--- src/hw/rtl/lbr_pkg.sv ---
// Shared types and constants of the bilinear remap unit.
// No dependencies; all files of the block but lbr_ram and the defines header import it.
`timescale 1ns / 1ps
`default_nettype none

package lbr_pkg;

  // Request codes.
  localparam logic [1:0] REQ_PIXEL  = 2'd0;
  localparam logic [1:0] REQ_WEIGHT = 2'd1;
  localparam logic [1:0] REQ_CALC   = 2'd2;

  // Result status codes.
  localparam logic [1:0] ST_OK    = 2'd0;
  localparam logic [1:0] ST_SKIP  = 2'd1;
  localparam logic [1:0] ST_RANGE = 2'd2;
  localparam logic [1:0] ST_SAT   = 2'd3;

  // Configuration register indexes.
  localparam int CFG_IDX_W  = 2;
  localparam int CFG_DATA_W = 11;
  localparam logic [CFG_IDX_W-1:0] REG_FRAME_WIDTH  = 2'd0;
  localparam logic [CFG_IDX_W-1:0] REG_FRAME_HEIGHT = 2'd1;

  localparam int FRAME_DIM_RESET = 1024;
  localparam int DIM_MIN         = 2;

  // Arithmetic constants.
  localparam int WEIGHTS_PER_STEP = 4;
  localparam int ROUND_BIAS       = 16384;
  localparam int WEIGHT_SHIFT     = 15;
  localparam int PIX_MAX          = 255;
  localparam int PROD_W           = 24;
  localparam int SUM_W            = 27;

  // Queue between the front and the back.
  localparam int QUEUE_DEPTH = 4;
  localparam int QPTR_W      = $clog2(QUEUE_DEPTH);
  localparam int QCNT_W      = $clog2(QUEUE_DEPTH + 1);
  localparam int FILL_W      = QCNT_W + 1;

  typedef struct packed {
    logic [1:0]  req_type;
    logic [9:0]  src_x;
    logic [9:0]  src_y;
    logic [7:0]  pixel_in;
    logic [11:0] weight_addr;
    logic [15:0] weight_in;
    logic [9:0]  frac_index;
    logic [9:0]  dest_col;
  } lbr_req_t;

  typedef struct packed {
    logic [7:0] pixel_out;
    logic [1:0] status;
  } lbr_res_t;

  // One classified request with its fetched neighborhood and weights.
  // pix order: above left, above right, below left, below right.
  typedef struct packed {
    logic             calc;
    logic [1:0]       status;
    logic [3:0][7:0]  pix;
    logic [3:0][15:0] wt;
  } lbr_work_t;

endpackage

`default_nettype wire

--- src/hw/rtl/lbr_back.sv ---
// Back of the remap unit: weighted sum, rounding, saturation and result register.
// Depends on lbr_pkg.
`timescale 1ns / 1ps
`default_nettype none

module lbr_back
  import lbr_pkg::*;
(
  input  wire logic      clk,
  input  wire logic      rst,
  input  wire logic      q_empty,
  input  wire lbr_work_t q_data,
  output logic           q_pop,
  output logic           empty,
  input  wire logic      pop,
  output lbr_res_t       result
);

  logic                   b1_valid;
  logic                   b1_calc;
  logic [1:0]             b1_status;
  logic [3:0][PROD_W-1:0] b1_prod;
  logic                   o_valid;
  logic                   o_ready;
  logic                   b1_ready;

  assign o_ready  = !o_valid || pop;
  assign b1_ready = !b1_valid || o_ready;
  assign q_pop    = !q_empty && b1_ready;
  assign empty    = !o_valid;

  // Stage one: the four pixel-weight products.
  always_ff @(posedge clk) begin
    if (rst) begin
      b1_valid <= 1'b0;
    end else if (b1_ready) begin
      b1_valid <= q_pop;
    end
  end

  always_ff @(posedge clk) begin
    if (q_pop) begin
      b1_calc   <= q_data.calc;
      b1_status <= q_data.status;
      for (int k = 0; k < WEIGHTS_PER_STEP; k++) begin
        b1_prod[k] <= {16'd0, q_data.pix[k]} * {8'd0, q_data.wt[k]};
      end
    end
  end

  // Stage two: sum, round, shift and saturate.
  logic [SUM_W-1:0]            sum;
  logic [SUM_W-WEIGHT_SHIFT-1:0] rnd;

  assign sum = SUM_W'(b1_prod[0]) + SUM_W'(b1_prod[1]) + SUM_W'(b1_prod[2])
             + SUM_W'(b1_prod[3]) + SUM_W'(ROUND_BIAS);
  assign rnd = sum[SUM_W-1:WEIGHT_SHIFT];

  always_ff @(posedge clk) begin
    if (rst) begin
      o_valid <= 1'b0;
    end else if (o_ready) begin
      o_valid <= b1_valid;
    end
  end

  always_ff @(posedge clk) begin
    if (o_ready && b1_valid) begin
      if (!b1_calc) begin
        result.pixel_out <= 8'd0;
        result.status    <= b1_status;
      end else if (rnd > (SUM_W - WEIGHT_SHIFT)'(PIX_MAX)) begin
        result.pixel_out <= 8'(PIX_MAX);
        result.status    <= ST_SAT;
      end else begin
        result.pixel_out <= rnd[7:0];
        result.status    <= ST_OK;
      end
    end
  end

endmodule

`default_nettype wire

--- config.mk ---
export PLATFORM = sky130hd
export DESIGN_NAME = lbr_back
export DESIGN_NICKNAME = d
export VERILOG_FILES = /design/src/hw/rtl/lbr_pkg.sv /design/src/hw/rtl/lbr_back.sv
export SDC_FILE = /design/constraint.sdc
export NUM_CORES = 1
export LEC_CHECK = 0
export BUFFER_PORTS_ARGS = -buffer_cell sky130_fd_sc_hd__clkbuf_2
export CORE_MARGIN = 5
export CORE_UTILIZATION = 40
export CTS_BUF_LIST = sky130_fd_sc_hd__clkbuf_16
export DETAILED_ROUTE_END_ITERATION = 6
export PLACE_DENSITY = 0.55
export RECOVER_POWER = 50
export SLEW_MARGIN = 20
export SYNTH_ARGS = -nofsm -noshare
export SYNTH_HDL_FRONTEND = slang
export SYNTH_SLANG_ARGS = --single-unit
--- constraint.sdc ---
create_clock -name clk -period 5.9 [get_ports clk]
set_input_delay 0.295 -clock clk [delete_from_list [all_inputs] [get_ports clk]]
set_output_delay 0.295 -clock clk [all_outputs]
set_load 0.01 [all_outputs]
## After elaboration in Yosys (flattened, before gate mapping)

Cells that the tools add are included.

| storage, ports and cells | value |
|---|---|
| output and inout port bits | 12 |
| logic and storage cells | 28 |
| memories kept | 0 |
| flip-flop bits (word level) | 111 |
| bits in latches | 0 |
| input bits | 103 |
| ROM bits | 0 |
| bits in writable memories | 0 |

| operators by class | value |
|---|---|
| $lt $le $gt $ge | 1 |
| eq/ne operators | 0 |
| bitwise gates (word level) | 0 |
| multiply operators | 4 |
| add/subtract/negate cells | 4 |
| shifts and indexed selects | 0 |
| reductions and logical operators | 7 |
| divide/modulo/power cells | 0 |
| multiplexer cells | 2 |

Operators with widths:

| operator | count |
|---|---|
| $mul A8 B16 Y24 | 4 |
| $add A26 B24 Y27 | 1 |
| $add A27 B15 Y27 const B | 1 |
| $add A25 B24 Y26 | 1 |
| $add A24 B24 Y25 | 1 |
| $gt A12 B8 Y1 const B | 1 |
| $mux W10 | 1 |
| $logic_not A1 Y1 | 3 |
| $logic_and A1 B1 Y1 | 2 |
| $logic_or A1 B1 Y1 | 2 |
| $mux W2 | 1 |

## Longest topological paths before layout

| logic depth | value |
|---|---|
| depth after elaboration | 7 |
| depth in mapped cells | 20 |
| gate-level depth less buffers | 19 |

## Worst setup path after synthesis

No wires, ideal clock.

| timing | value |
|---|---|
| kind | register -> register |
| from | reg o_valid |
| to | reg b1_calc (enable) |
| path slack | -0.121 ns |
| clock period less this slack | 6.021 ns |
| data required time | 5.303 ns |
| buffers on the path | 0 |
| stages on the path, launching flop included | 4 |
| library setup time | 0.597 ns |
| arrival time | 5.424 ns |
| path through | dfxtp_1 > inv_1 > nor2_1 > a21oi_1 |

| on the way | value |
|---|---|
| longest elaborated chain between the ends | 4 |

Ends and longest elaborated chain:

| item | RTL line | RTL |
|---|---|---|
| start: declaration | lbr_back.sv:23 | `logic o_valid;` |
| start signal: assignment | lbr_back.sv:63 | `o_valid <= b1_valid;` |
| $logic_not A1 Y1 | -- |  |
| net empty | lbr_back.sv:14 | `output logic empty,` |
| $logic_or A1 B1 Y1 | lbr_back.sv:27 | `assign o_ready = !o_valid \|\| pop;` |
| $logic_or A1 B1 Y1 | lbr_back.sv:28 | `assign b1_ready = !b1_valid \|\| o_ready;` |
| $logic_and A1 B1 Y1 | lbr_back.sv:29 | `assign q_pop = !q_empty && b1_ready;` |
| net q_pop | lbr_back.sv:13 | `output logic q_pop,` |
| end signal: assignment | lbr_back.sv:43 | `b1_calc <= q_data.calc;` |
| end: declaration | lbr_back.sv:20 | `logic b1_calc;` |

The timed path passes the listed nets, and every way through them passes these cells.
A chain may end at the register's enable or synchronous reset.

## Worst setup path in the final report

| timing | value |
|---|---|
| from | in q_data[90] in the netlist's numbering |
| to | reg b1_prod[95] in the netlist's numbering (data pin) |

| on the way | value |
|---|---|
| longest elaborated chain between the ends | 1 |

Ends and longest elaborated chain:

| item | RTL line | RTL |
|---|---|---|
| start: declaration | lbr_back.sv:12 | `input wire lbr_work_t q_data,` |
| $mul A8 B16 Y24 | lbr_back.sv:46 | `b1_prod[k] <= {16'd0, q_data.pix[k]} * {8'd0, q_data.wt[k]};` |
| end signal: indexed assignment | lbr_back.sv:46 |  |
| end: declaration | lbr_back.sv:22 | `logic [3:0][PROD_W-1:0] b1_prod;` |

No other way between the ends.

==> flow_metrics.tcl <==
set metrics [dict create \
    start_util_pct 40.2 \
    finalCriticalPeriod_ns 5.13 \
    drv_cap 2 \
    finalHoldViolCount 0 \
    dieArea_mm2 0.0588 \
    numClockSinks 111 \
    post_cts_resized 0 \
    postCtsHoldBufs 0 \
    port_buffers 114 \
    setup_violations 0 \
    finalNonFillerCells 3068 \
    syn_nets 2989 \
    grt-ovfl-total 0 \
    fillers 5275 \
    dp_hpwl_um 39600 \
    rows 85 \
    syn_inst 2282 \
    grt_pass1_vias 16200 \
    clk_latency_ns 0.37 \
    fin_setup_tns_ns 0 \
    ys_ff_latch 111 \
    layout.nets 3074 \
    cp_max_fo 16 \
    path_class "in2reg" \
    fin_crit_sh_pct 87.0 \
    place_inst 3052 \
    wl_per_cell_um 15.3 \
    dieHeight_um 242 \
    drc_errors 0 \
    drt_wl_total_um 47000 \
    hold_path_class "in2reg" \
    syn2layout_area_growth_pct 7.23 \
    cts.path.max_buffers 2 \
    cp_slowest_stage_delay_ns 0.53 \
    seq_area_frac_synth_pct 15.3 \
    clockRootBuffer "clkbuf_16" \
    ioPinCount 115 \
    grt_first_pass_wirelength_um 82400 \
    grt_start_max_net_pins 63 \
    cts-htree-levels 3 \
    max_clock_freq_ghz 0.195 \
    ys_types 58 \
    slew_headroom_pct -123 \
    cp_slowest_cell "fa_1" \
    status "complete, but fails checks" \
    fin_area_mm2 0.0232 \
    critPathCaptureType "flop" \
    worstPathArrival_ns 5.25 \
    gp_congestion 0.824 \
    clk_pin_slew_ns 0.08 \
    numCtsBuffers 9 \
    die_w_um 242 \
    synth-edff-count 109 \
    ys.flop_type "edfxtp_1" \
    ant_nets 0 \
    vias 14900 \
    dr.pass1.iters 5 \
    tightestPinTransition_ns 3.35 \
    async_flop_share_pct 0 \
    syn-cell-area_mm2 0.0216 \
    cp_top_family "adder cells" \
    layout-drive-gt1-share_pct 5.06 \
    avgSynthCellArea_um2 9.47 \
    ys_warn_count 0 \
    startpoint_type "input port" \
    hold_slack_ns 0.0881 \
    fp.coreArea_mm2 0.0537 \
    diodes 0 \
    violations "capacitance limit, slew limit" \
    slew_viol_final 93 \
    place_area_mm2 0.0229 \
    cts_tree "yes" \
    finClkSkew_ns 0.0144 \
    worstPathRequired_ns 6.01 \
    crit_chain "clkbuf_2, and2_1, fa_1, inv_1, fa_1, inv_1, fa_1, inv_1, fa_1, inv_1, ha_1, o21a_1, o21a_1, o21a_1, o31a_1, o41ai_4, o21ai_1, or4_1, a31oi_1, xnor2_1" \
    rsz0062_at_grt "false" \
    drt_iter0_drc 628 \
    antenna_found_initial 0 \
    cp.buffers_inverters 5 \
    post_cts_buffers 0 \
    viasPerCell 4.84 \
    grtUsageTotal_pct 16.8 \
]
[area by class of cell]
cell class              instances  area (um^2)  area share [%]
inverters                     514         1930            8.33
clock buffers                   9          225           0.972
well taps                     696          871            3.76
flip-flops and latches        111         3310            14.3
clock inverters                 7         65.1           0.281
repair buffers                116          558            2.41
multi-input cells            1615        16200            70.0
[routing by layer]
metal | GRT usage, % | wire (um) | share of wire, %
met1 | 23.7 | 22100 | 47
met2 | 28.8 | 23100 | 49
met3 | 1.29 | 1080 | 2.3
met4 | 3.29 | 684 | 1.5
met5 | 0 | 0 | 0
[Yosys cell counts (3+ instances only)]
cell      number  share of area [%]
nand4_1        5               0.14
nand2b_1      11               0.32
nor3_1        16               0.37
fa_1         383                 35
clkbuf_1      40               0.69
nor2b_1       12               0.35
a31oi_1       10               0.29
o211ai_1       4               0.14
and3_1         9               0.26
o21ai_0       24               0.56
ha_1         221                 13
o211a_1        3               0.14
or2_2          3              0.087
or4_1          4               0.14
a21o_1        22               0.76
nor2_1        63                1.1
o31a_1         4               0.16
a211oi_1      13               0.45
xor2_1        21               0.85
a21oi_1       66                1.5
o21a_1        25               0.87
o21bai_1       5               0.17
edfxtp_1     109                 15
a211o_1        5               0.20
nand3_1       24               0.56
or3_1          3              0.087
o21ai_1       12               0.28
o31ai_1        4               0.14
o22ai_1        3              0.087
and2_1       300                8.7
xnor2_1       57                2.3
inv_1        514                8.9
nand2_1      254                4.4
[state kept, by name, summed over array words and instances (netlist names)]
signal     flops
b1_calc        1
b1_prod       96
b1_status      2
b1_valid       1
o_valid        1
result        10
[stage by stage]
| step | utilization, % | setup slack, ns |
|---|---|---|
| floorplan | - | 0.794 |
| global placement | 42.7 | 0.471 |
| detailed placement | 42.7 | 0.396 |
| CTS | 43.2 | 0.763 |
| global route | 43.1 | 0.457 |
| finish | 43.1 | 0.767 |
[worst register-to-register path, cell delays in order (launching register included)]
cell and delay (ns):
edfxtp_1 0.33, inv_1 0.05, fa_1 0.52, inv_1 0.05
fa_1 0.44, ha_1 0.30, ha_1 0.29, a211o_1 0.26
a21oi_1 0.25, nand4_1 0.25, and3_1 0.28, o21bai_1 0.28
a41oi_1 0.19, a211o_1 0.46, mux2_2 0.33
[logic make-up (layout without fill, tap and decap cells)]
logic type	Yosys count	after routing	synth area share (%)
adders and majority gates	604	604	48.3
muxes	4	4	0.197
AOI/OAI and AO/OA	217	217	6.56
xor gates and xnor gates	78	78	3.16
and+or+nand+nor	712	712	16.8
buffers and inverters	556	646	9.66
DFF	111	111	15.3
[cells in the final DEF (no fill, tap or decap), types with 4 or more instances in the layout]
cell type / synthesis / layout
and2_1: 300 / 290
a21o_1: 22 / 22
a211o_1: 5 / 5
nor2_1: 63 / 63
inv_1: 514 / 514
and2_0: 0 / 10
clkbuf_2: 0 / 98
edfxtp_1: 109 / 109
clkbuf_1: 40 / 18
a211oi_1: 13 / 13
nand2b_1: 11 / 11
nand4_1: 5 / 5
nor2b_1: 12 / 12
o21ai_1: 12 / 12
o31ai_1: 4 / 4
or4_1: 4 / 4
xor2_1: 21 / 21
fa_1: 383 / 383
o21ai_0: 24 / 24
clkbuf_16: 0 / 9
o21a_1: 25 / 25
nor3_1: 16 / 16
o31a_1: 4 / 4
a31oi_1: 10 / 10
o21bai_1: 5 / 5
ha_1: 221 / 221
nand3_1: 24 / 24
a21oi_1: 66 / 66
xnor2_1: 57 / 57
o211ai_1: 4 / 4
and3_1: 9 / 9
nand2_1: 254 / 254
[final timing paths]
check / startpoint / to / slack (ns) / cells after the start
setup / recovery: q_data[90] / b1_prod[95] / 0.77 / 20
hold / removal: rst / b1_valid / 0.09 / 2
setup reg to reg: b1_prod[7] / result[0] / 1.37 / 14
hold reg to reg: b1_valid / b1_valid / 0.49 / 2
Power is left out: the tool's default activity adds up to more than one toggle a clock period on the data nets, which glitch-free logic cannot reach.
