`src/hw/rtl/lbr_pkg.sv`:
```
// Shared types and constants of the bilinear remap unit.
// No dependencies; all files of the block but lbr_ram and the defines header import it.
`timescale 1ns / 1ps
`default_nettype none

package lbr_pkg;

  // Request codes.
  localparam logic [1:0] REQ_PIXEL  = 2'd0;
  localparam logic [1:0] REQ_WEIGHT = 2'd1;
  localparam logic [1:0] REQ_CALC   = 2'd2;

  // Result status codes.
  localparam logic [1:0] ST_OK    = 2'd0;
  localparam logic [1:0] ST_SKIP  = 2'd1;
  localparam logic [1:0] ST_RANGE = 2'd2;
  localparam logic [1:0] ST_SAT   = 2'd3;

  // Configuration register indexes.
  localparam int CFG_IDX_W  = 2;
  localparam int CFG_DATA_W = 11;
  localparam logic [CFG_IDX_W-1:0] REG_FRAME_WIDTH  = 2'd0;
  localparam logic [CFG_IDX_W-1:0] REG_FRAME_HEIGHT = 2'd1;

  localparam int FRAME_DIM_RESET = 1024;
  localparam int DIM_MIN         = 2;

  // Arithmetic constants.
  localparam int WEIGHTS_PER_STEP = 4;
  localparam int ROUND_BIAS       = 16384;
  localparam int WEIGHT_SHIFT     = 15;
  localparam int PIX_MAX          = 255;
  localparam int PROD_W           = 24;
  localparam int SUM_W            = 27;

  // Queue between the front and the back.
  localparam int QUEUE_DEPTH = 4;
  localparam int QPTR_W      = $clog2(QUEUE_DEPTH);
  localparam int QCNT_W      = $clog2(QUEUE_DEPTH + 1);
  localparam int FILL_W      = QCNT_W + 1;

  typedef struct packed {
    logic [1:0]  req_type;
    logic [9:0]  src_x;
    logic [9:0]  src_y;
    logic [7:0]  pixel_in;
    logic [11:0] weight_addr;
    logic [15:0] weight_in;
    logic [9:0]  frac_index;
    logic [9:0]  dest_col;
  } lbr_req_t;

  typedef struct packed {
    logic [7:0] pixel_out;
    logic [1:0] status;
  } lbr_res_t;

  // One classified request with its fetched neighborhood and weights.
  // pix order: above left, above right, below left, below right.
  typedef struct packed {
    logic             calc;
    logic [1:0]       status;
    logic [3:0][7:0]  pix;
    logic [3:0][15:0] wt;
  } lbr_work_t;

endpackage

`default_nettype wire

```
`src/hw/rtl/lbr_queue.sv`:
```
// Short queue that decouples the front from the back of the remap unit.
// Depends on lbr_pkg.
`timescale 1ns / 1ps
`default_nettype none

module lbr_queue
  import lbr_pkg::*;
(
  input  wire logic              clk,
  input  wire logic              rst,
  input  wire logic              push,
  input  wire lbr_work_t         din,
  input  wire logic              pop,
  output lbr_work_t              dout,
  output logic                   empty,
  output logic [QCNT_W-1:0]      count
);

  lbr_work_t         mem [QUEUE_DEPTH];
  logic [QPTR_W-1:0] wr_ptr;
  logic [QPTR_W-1:0] rd_ptr;
  logic              do_pop;

  assign do_pop = pop && !empty;
  assign empty  = (count == QCNT_W'(0));
  assign dout   = mem[rd_ptr];

  // Pointer and fill count updates.
  always_ff @(posedge clk) begin
    if (rst) begin
      wr_ptr <= '0;
      rd_ptr <= '0;
      count  <= '0;
    end else begin
      if (push) begin
        wr_ptr <= (wr_ptr == QPTR_W'(QUEUE_DEPTH - 1)) ? '0 : wr_ptr + QPTR_W'(1);
      end
      if (do_pop) begin
        rd_ptr <= (rd_ptr == QPTR_W'(QUEUE_DEPTH - 1)) ? '0 : rd_ptr + QPTR_W'(1);
      end
      if (push && !do_pop) begin
        count <= count + QCNT_W'(1);
      end else if (!push && do_pop) begin
        count <= count - QCNT_W'(1);
      end
    end
  end

  // Entry storage.
  always_ff @(posedge clk) begin
    if (push) begin
      mem[wr_ptr] <= din;
    end
  end

endmodule

`default_nettype wire

```
`config.mk`:
```
export PLATFORM = sky130hd
export DESIGN_NAME = lbr_queue
export DESIGN_NICKNAME = d
export VERILOG_FILES = /design/src/hw/rtl/lbr_pkg.sv /design/src/hw/rtl/lbr_queue.sv
export SDC_FILE = /design/constraint.sdc
export NUM_CORES = 1
export LEC_CHECK = 0
export ABC_AREA = 1
export BUFFER_PORTS_ARGS = -buffer_cell sky130_fd_sc_hd__buf_2
export CORE_MARGIN = 10
export CORE_UTILIZATION = 45
export CTS_CLUSTER_DIAMETER = 200
export DETAILED_ROUTE_END_ITERATION = 7
export PLACE_DENSITY_LB_ADDON = 0.05
export RECOVER_POWER = 25
export SYNTH_ARGS = -nofsm -noshare
export SYNTH_HDL_FRONTEND = slang
export SYNTH_SLANG_ARGS = --single-unit
```
`constraint.sdc`:
```
create_clock -name clk -period 6.9 [get_ports clk]
set_input_delay 0.69 -clock clk [delete_from_list [all_inputs] [get_ports clk]]
set_output_delay 0.69 -clock clk [all_outputs]
set_load 0.1 [all_outputs]
```
# --- Word level (Yosys, flattened, before mapping) ---
# Memories as Yosys holds them, arrays and structs flattened. A register that Yosys moved wholly into a read port is not among the register bits.
# Index checks and enable logic that the tools add are counted.
word_totals:
  inputBits: 103
  regBits: 7
  wordCells: 26
  memories: 1
  output_inout_bits: 103
  ram_bits: 396
mem_list:
  columns: ["name", "depth", "word_bits", "read_ports", "rd_ports_with_merged_regs", "write_ports", "line", "source"]
  rows:
  - ["mem", 4, 99, 1, 1, 1, "lbr_queue.sv:19", "lbr_work_t mem [QUEUE_DEPTH];"]
classes:
  n_addsub: 4
  eq_ne: 2
  mux: 8
  reduce_logical: 8
ops:
  columns: ["operator", "count"]
  rows:
  - ["$mux 2", 4]
  - ["$mux 3", 2]
  - ["$add 2x1->2 const B", 2]
  - ["$eq 2x2->1 const B", 2]
  - ["$add 3x1->3 const B", 1]
  - ["$logic_and 1x1->1", 3]
  - ["$logic_not 1->1", 3]
  - ["$logic_not 3->1", 1]
  - ["$sub 3x1->3 const B", 1]
  - ["$mux 1", 2]
  - ["$reduce_bool 2->1", 1]

# --- Logic depth before layout (Yosys ltp) ---
# Gate-level depths: netlist of run 1.
depth:
  depth_word: 6
  ltp_mapped: 12
  mapped_depth_nobuf: 12

# --- Worst setup path before layout of run 1 ---
# OpenSTA, ideal clock, no wires.
synth_path:
  path_type: "reg2out"
  start: "register (tool-made name)"
  end: "output dout[62] in the netlist's numbering"
  arrival_ps: 2438
  stages_incl_launch_ff: 8
  required_time_ps: 6210
  path_slack_ps: 3772
  path_buffers: 4
  cell_sequence: "dfxtp_1 buf_6 buf_6 inv_6 buf_12 buf_4 o21ai_1 o22ai_1"
synth_lines:
  columns: ["element", "line", "source"]
  rows:
  - ["to (decl)", "lbr_queue.sv:14", "output lbr_work_t dout,"]

==> impl_metrics.tcl, run 1 <==
set metrics [dict create \
    layout_commonest_cell "edfxtp_1" \
    start_util 0.4529 \
    yosys.area.top_type "edfxtp_1" \
    antenna_found_initial 7 \
    routed_wl_mm 34.27 \
    synth_area_mm2 0.01511 \
    cts_resized 0 \
    worst_ep_required_time_ns 6.21 \
    numClockSinks 405 \
    yosysWarnings 0 \
    clk_pin_slew_ns 0.06 \
    cts_buffer_depth 3 \
    hold_path.class "in2reg" \
    maxSlewHeadroom 0.3282 \
    ctsHoldBuffers 0 \
    arrival_ns 3.55 \
    cts_tree "built" \
    die_x_um 203.2 \
    dp_cells 1619 \
    root_buffer "clkbuf_16" \
    crit_fanout 104 \
    wl_per_cell_um 20.17 \
    yosysSeqAreaShare 0.7989 \
    synth_nets 1132 \
    met1_length_mm 15.14 \
    fmax_ghz 0.2358 \
    dp_hpwl_mm 18.97 \
    setup_viol 0 \
    first_iter_violations 511 \
    synth_top_area_frac 0.7870 \
    top_layer "met5" \
    grt_max_degree 124 \
    critPathCaptureType "output port" \
    period_share 0.6147 \
    place_ws_ns 3.134 \
    final_cell_mix "396 x edfxtp_1, 207 x nor2_1, 179 x o21ai_0, 142 x buf_2, 99 x o22ai_1" \
    track_usage 0.1609 \
    synthCells 1022 \
    num_io_pins 206 \
    insertion_delay_ns 0.53 \
    core_area_mm2 0.03336 \
    wl_met3_mm 2.261 \
    tightestPinTransition_ns 1.008 \
    nFillCells 2892 \
    hold_viol_final 0 \
    finalCriticalPeriod_ns 4.242 \
    place.port_buffers 205 \
    path_class "reg2out" \
    grt_pass1_wl_mm 51.85 \
    nets 1326 \
    grt_setup_unrepaired "false" \
    p_total_uw 8299 \
    die_area_mm2 0.04131 \
    vias_per_cell 5.181 \
    vias 8803 \
    layout.cells.non_filler 1699 \
    maxCapViolCount 0 \
    worstSetupStartpointType "flip-flop" \
    status "completed" \
    gr-total-overflow 0 \
    ys_ff_latch 405 \
    cts_buffers 43 \
    skew_ns 0.007230 \
    peakVddDrop_uv 341.6 \
    num_rows 67 \
    place.gp.congestion 0.7150 \
    drc 0 \
    drive_gt1_frac 0.1737 \
    synth_cell_types 22 \
    fin_ws_ns 2.658 \
    routed-wl-met2_mm 16.13 \
    syn2layout_area_growth_pct 17.30 \
    grt_pass1_vias 8833 \
    tns_ns 0 \
    final-max-slew-violation-count 0 \
    die_height_um 203.2 \
    ant_nets 0 \
    firstDrtPassIters 5 \
    htreeDepth 2 \
    p_per_area_mw_per_mm2 468.2 \
    post_cts_buffers 0 \
    leakage_uw 0.006061 \
    syn_area_per_cell_um2 14.79 \
    synthTopCellsByArea "edfxtp_1 79%, o21ai_0 5.9%, nor2_1 5.1%" \
]
## worst paths after layout
path | cells after the start | end | slack [ns] | start
max | 5 | dout[84] | 2.66 | flip-flop
min | 2 | wr_ptr[0] | 0.33 | rst
max reg2reg | 5 | mem[0][24] | 4.45 | wr_ptr[0]
min reg2reg | 2 | flip-flop | 0.52 | rd_ptr[1]
## final cells by class
type                            instances  area [µm²]  share of cell area
Antenna cell                            2       5.005           0.0002824
Clock buffer                           53        1156             0.06523
Clock inverter                         25       239.0             0.01348
Inverter                               18       87.58            0.004941
Multi-Input combinational cell        535        2590              0.1461
Sequential cell                       405       12080              0.6815
Tap cell                              448       560.5             0.03163
Timing Repair Buffer                  213        1007             0.05683
## worst max-delay path, cell delays in order (launching register included)
cell and delay (ns):
dfxtp_4 0.36, buf_4 0.72, buf_4 0.93, o21ai_0 0.21, o22ai_1 0.28, buf_2 0.48
## metrics by stage
step	hold WS [ns]	instance area, µm²	utilization
6_report	0.3268	17720	0.5312
3_5_place_dp	0.5071	16400	0.4916
4_1_cts	0.3026	17800	0.5335
2_1_floorplan	0.4827	15110	-
3_3_place_gp	0.5117	16400	0.4916
5_1_grt	0.3157	17720	0.5312
## state kept, by name, indices dropped and copies added, names as in the netlist, named ones only
| name | count |
|---|---|
| count | 3 |
| wr_ptr | 2 |
| rd_ptr | 2 |
| mem | 396 |
## layer usage
| metal | up-vias | global-route usage |
|---|---|---|
| met3 | 61 | 0.04553 |
| met1 | 4283 | 0.2091 |
| li1 | 4245 | - |
| met4 | 10 | 0.04610 |
| met5 | - | 0 |
| met2 | 204 | 0.2597 |
## Yosys cell counts (all sizes together)
library cell	instances
edfxtp	396
o22ai	99
fa	1
clkinv	1
a21oi	4
nor2	207
nand2	13
nand3	1
nand4	1
ha	6
buf	24
o21ai	201
nor3	1
nand3b	1
dfxtp	9
inv	17
clkbuf	40
## power breakdown
group	total [µW]	internal, µW	switching, µW
sequential	2870	2820	49.5
clock	2250	1370	883
combinational	3170	426	2740
## logic make-up (layout without fill, tap and decap cells)
group,Yosys count,in the layout,synth area share
AO/OA/AOI/OAI,304,304,0.1089
adder cells (fa/ha/maj),7,7,0.006293
buffers and inverters,82,309,0.02973
flip-flops,405,405,0.7989
other,0,2,0
AND/OR/NAND/NOR,224,224,0.05622
(Power assumes the default switching activity.)
==> run 2, diff against run 1 <==
Clock period 6.9 ns to 3.9 ns, I/O delays scaled along.
==> impl_metrics.tcl, run 2 (synthesis gave the netlist of run 1 again) <==
set metrics [dict create \
    status "completed" \
    numClockSinks 405 \
    setup_viol 0 \
    skew_ns 0.01731 \
    start_util 0.4529 \
    routed_wl_mm 34.59 \
    final-max-slew-violation-count 0 \
    use_met1 0.2139 \
    maxSlewHeadroom 0.1206 \
    tightestPinTransition_ns 1.319 \
    drc 0 \
    num_rows 67 \
    cts_buffers 43 \
    largest-register "mem" \
    use_met3 0.04649 \
    p_total_uw 14290 \
    grt_pass1_wl_mm 52.25 \
    dp_hpwl_mm 19.66 \
    track_usage 0.1614 \
    tns_ns 0 \
    multiInputGateArea_mm2 0.002590 \
    arrival_ns 2.86 \
    antenna_found_initial 8 \
    peakVddDrop_uv 621.9 \
    layout.cells.non_filler 1700 \
    path_class "reg2out" \
    wl_per_cell_um 20.35 \
    layout_commonest_cell "edfxtp_1" \
    nets 1333 \
    nFillCells 2908 \
    period_share 0.8325 \
    regArea_mm2 0.01208 \
    die_x_um 203.2 \
    gr-total-overflow 0 \
    place.port_buffers 205 \
    fmax_ghz 0.3080 \
    dpl_cell_area_mm2 0.01657 \
    place.gp.congestion 0.7237 \
    hold_viol_final 0 \
    post_cts_buffers 0 \
    dp_cells 1626 \
    use_met2 0.2572 \
    largest_reg_flops 396 \
    root_buffer "clkbuf_16" \
    first_iter_violations 478 \
    final_cell_mix "396 x edfxtp_1, 207 x nor2_1, 179 x o21ai_0, 147 x buf_2, 99 x o22ai_1" \
    clk_pin_slew_ns 0.05 \
    critPathCaptureType "output port" \
    finalCriticalPeriod_ns 3.247 \
    worst_ep_required_time_ns 3.51 \
    worstSetupStartpointType "flip-flop" \
    cts_tree "built" \
    grt_pass1_vias 8843 \
    vias 8892 \
    vias_per_cell 5.231 \
    num_io_pins 206 \
    drive_gt1_frac 0.1736 \
    insertion_delay_ns 0.52 \
    p_per_area_mw_per_mm2 807.6 \
    postLayoutCellArea_mm2 0.01769 \
    syn2layout_area_growth_pct 17.10 \
    hold_slack_ns 0.02956 \
    ctsHoldBuffers 0 \
    ant_nets 0 \
    ff2ff_setup_slack_ns 1.83 \
    core_area_mm2 0.03336 \
    grt_setup_unrepaired "false" \
    leakage_uw 0.006043 \
    die_height_um 203.2 \
    die_area_mm2 0.04131 \
    cts_resized 0 \
    maxCapViolCount 0 \
    cts_buffer_depth 3 \
    reg.largest.list "mem x396, count x3" \
    htreeDepth 2 \
    busiest_layer "met2" \
    grt_max_degree 199 \
    hold_path.class "in2reg" \
    crit_fanout 198 \
    firstDrtPassIters 5 \
]
-- run 2: final timing paths --
check / cells past startpoint / to / start
min reg2reg: 2 / flip-flop / rd_ptr[1]
max reg2reg: 5 / mem[0][56] / wr_ptr[0]
min: 2 / wr_ptr[0] / rst
max: 4 / dout[92] / flip-flop
-- run 2: stage by stage --
| stage | setup WS (ns) | util |
|---|---|---|
| after floorplan | 0.9447 | - |
| after global placement | 1.467 | 0.4966 |
| after detailed placement | 1.426 | 0.4966 |
| after CTS | 0.8566 | 0.5324 |
| after global routing | 0.7075 | 0.5302 |
| final | 0.6534 | 0.5303 |
-- run 2: final cells by class --
class	count	share of cell area
Antenna cell	2	0.0002828
Clock buffer	53	0.06293
Clock inverter	19	0.004526
Sequential cell	405	0.6826
Multi-Input combinational cell	535	0.1464
Inverter	18	0.004950
Tap cell	448	0.03168
Timing Repair Buffer	220	0.06661
-- run 2: worst max-delay path: stages, from the launching register on --
cell and delay [ns]:
dfxtp_4 0.37, buf_12 0.35, o21ai_0 0.23, o22ai_1 0.31, buf_2 0.49
-- run 2: report_power, final --
group / switching [µW] / internal, µW / leakage (µW)
sequential: 90.8 / 5000 / 0.00371
combinational: 4870 / 812 / 0.00175
clock: 1520 / 2000 / 0.000581
-- run 2: routing by layer --
metal	wire [µm]	part of all wire	vias up
met5	69	0.0020	-
met4	638	0.018	12
met3	2317	0.067	58
met2	16210	0.47	231
met1	15360	0.44	4332
li1	-	-	4259
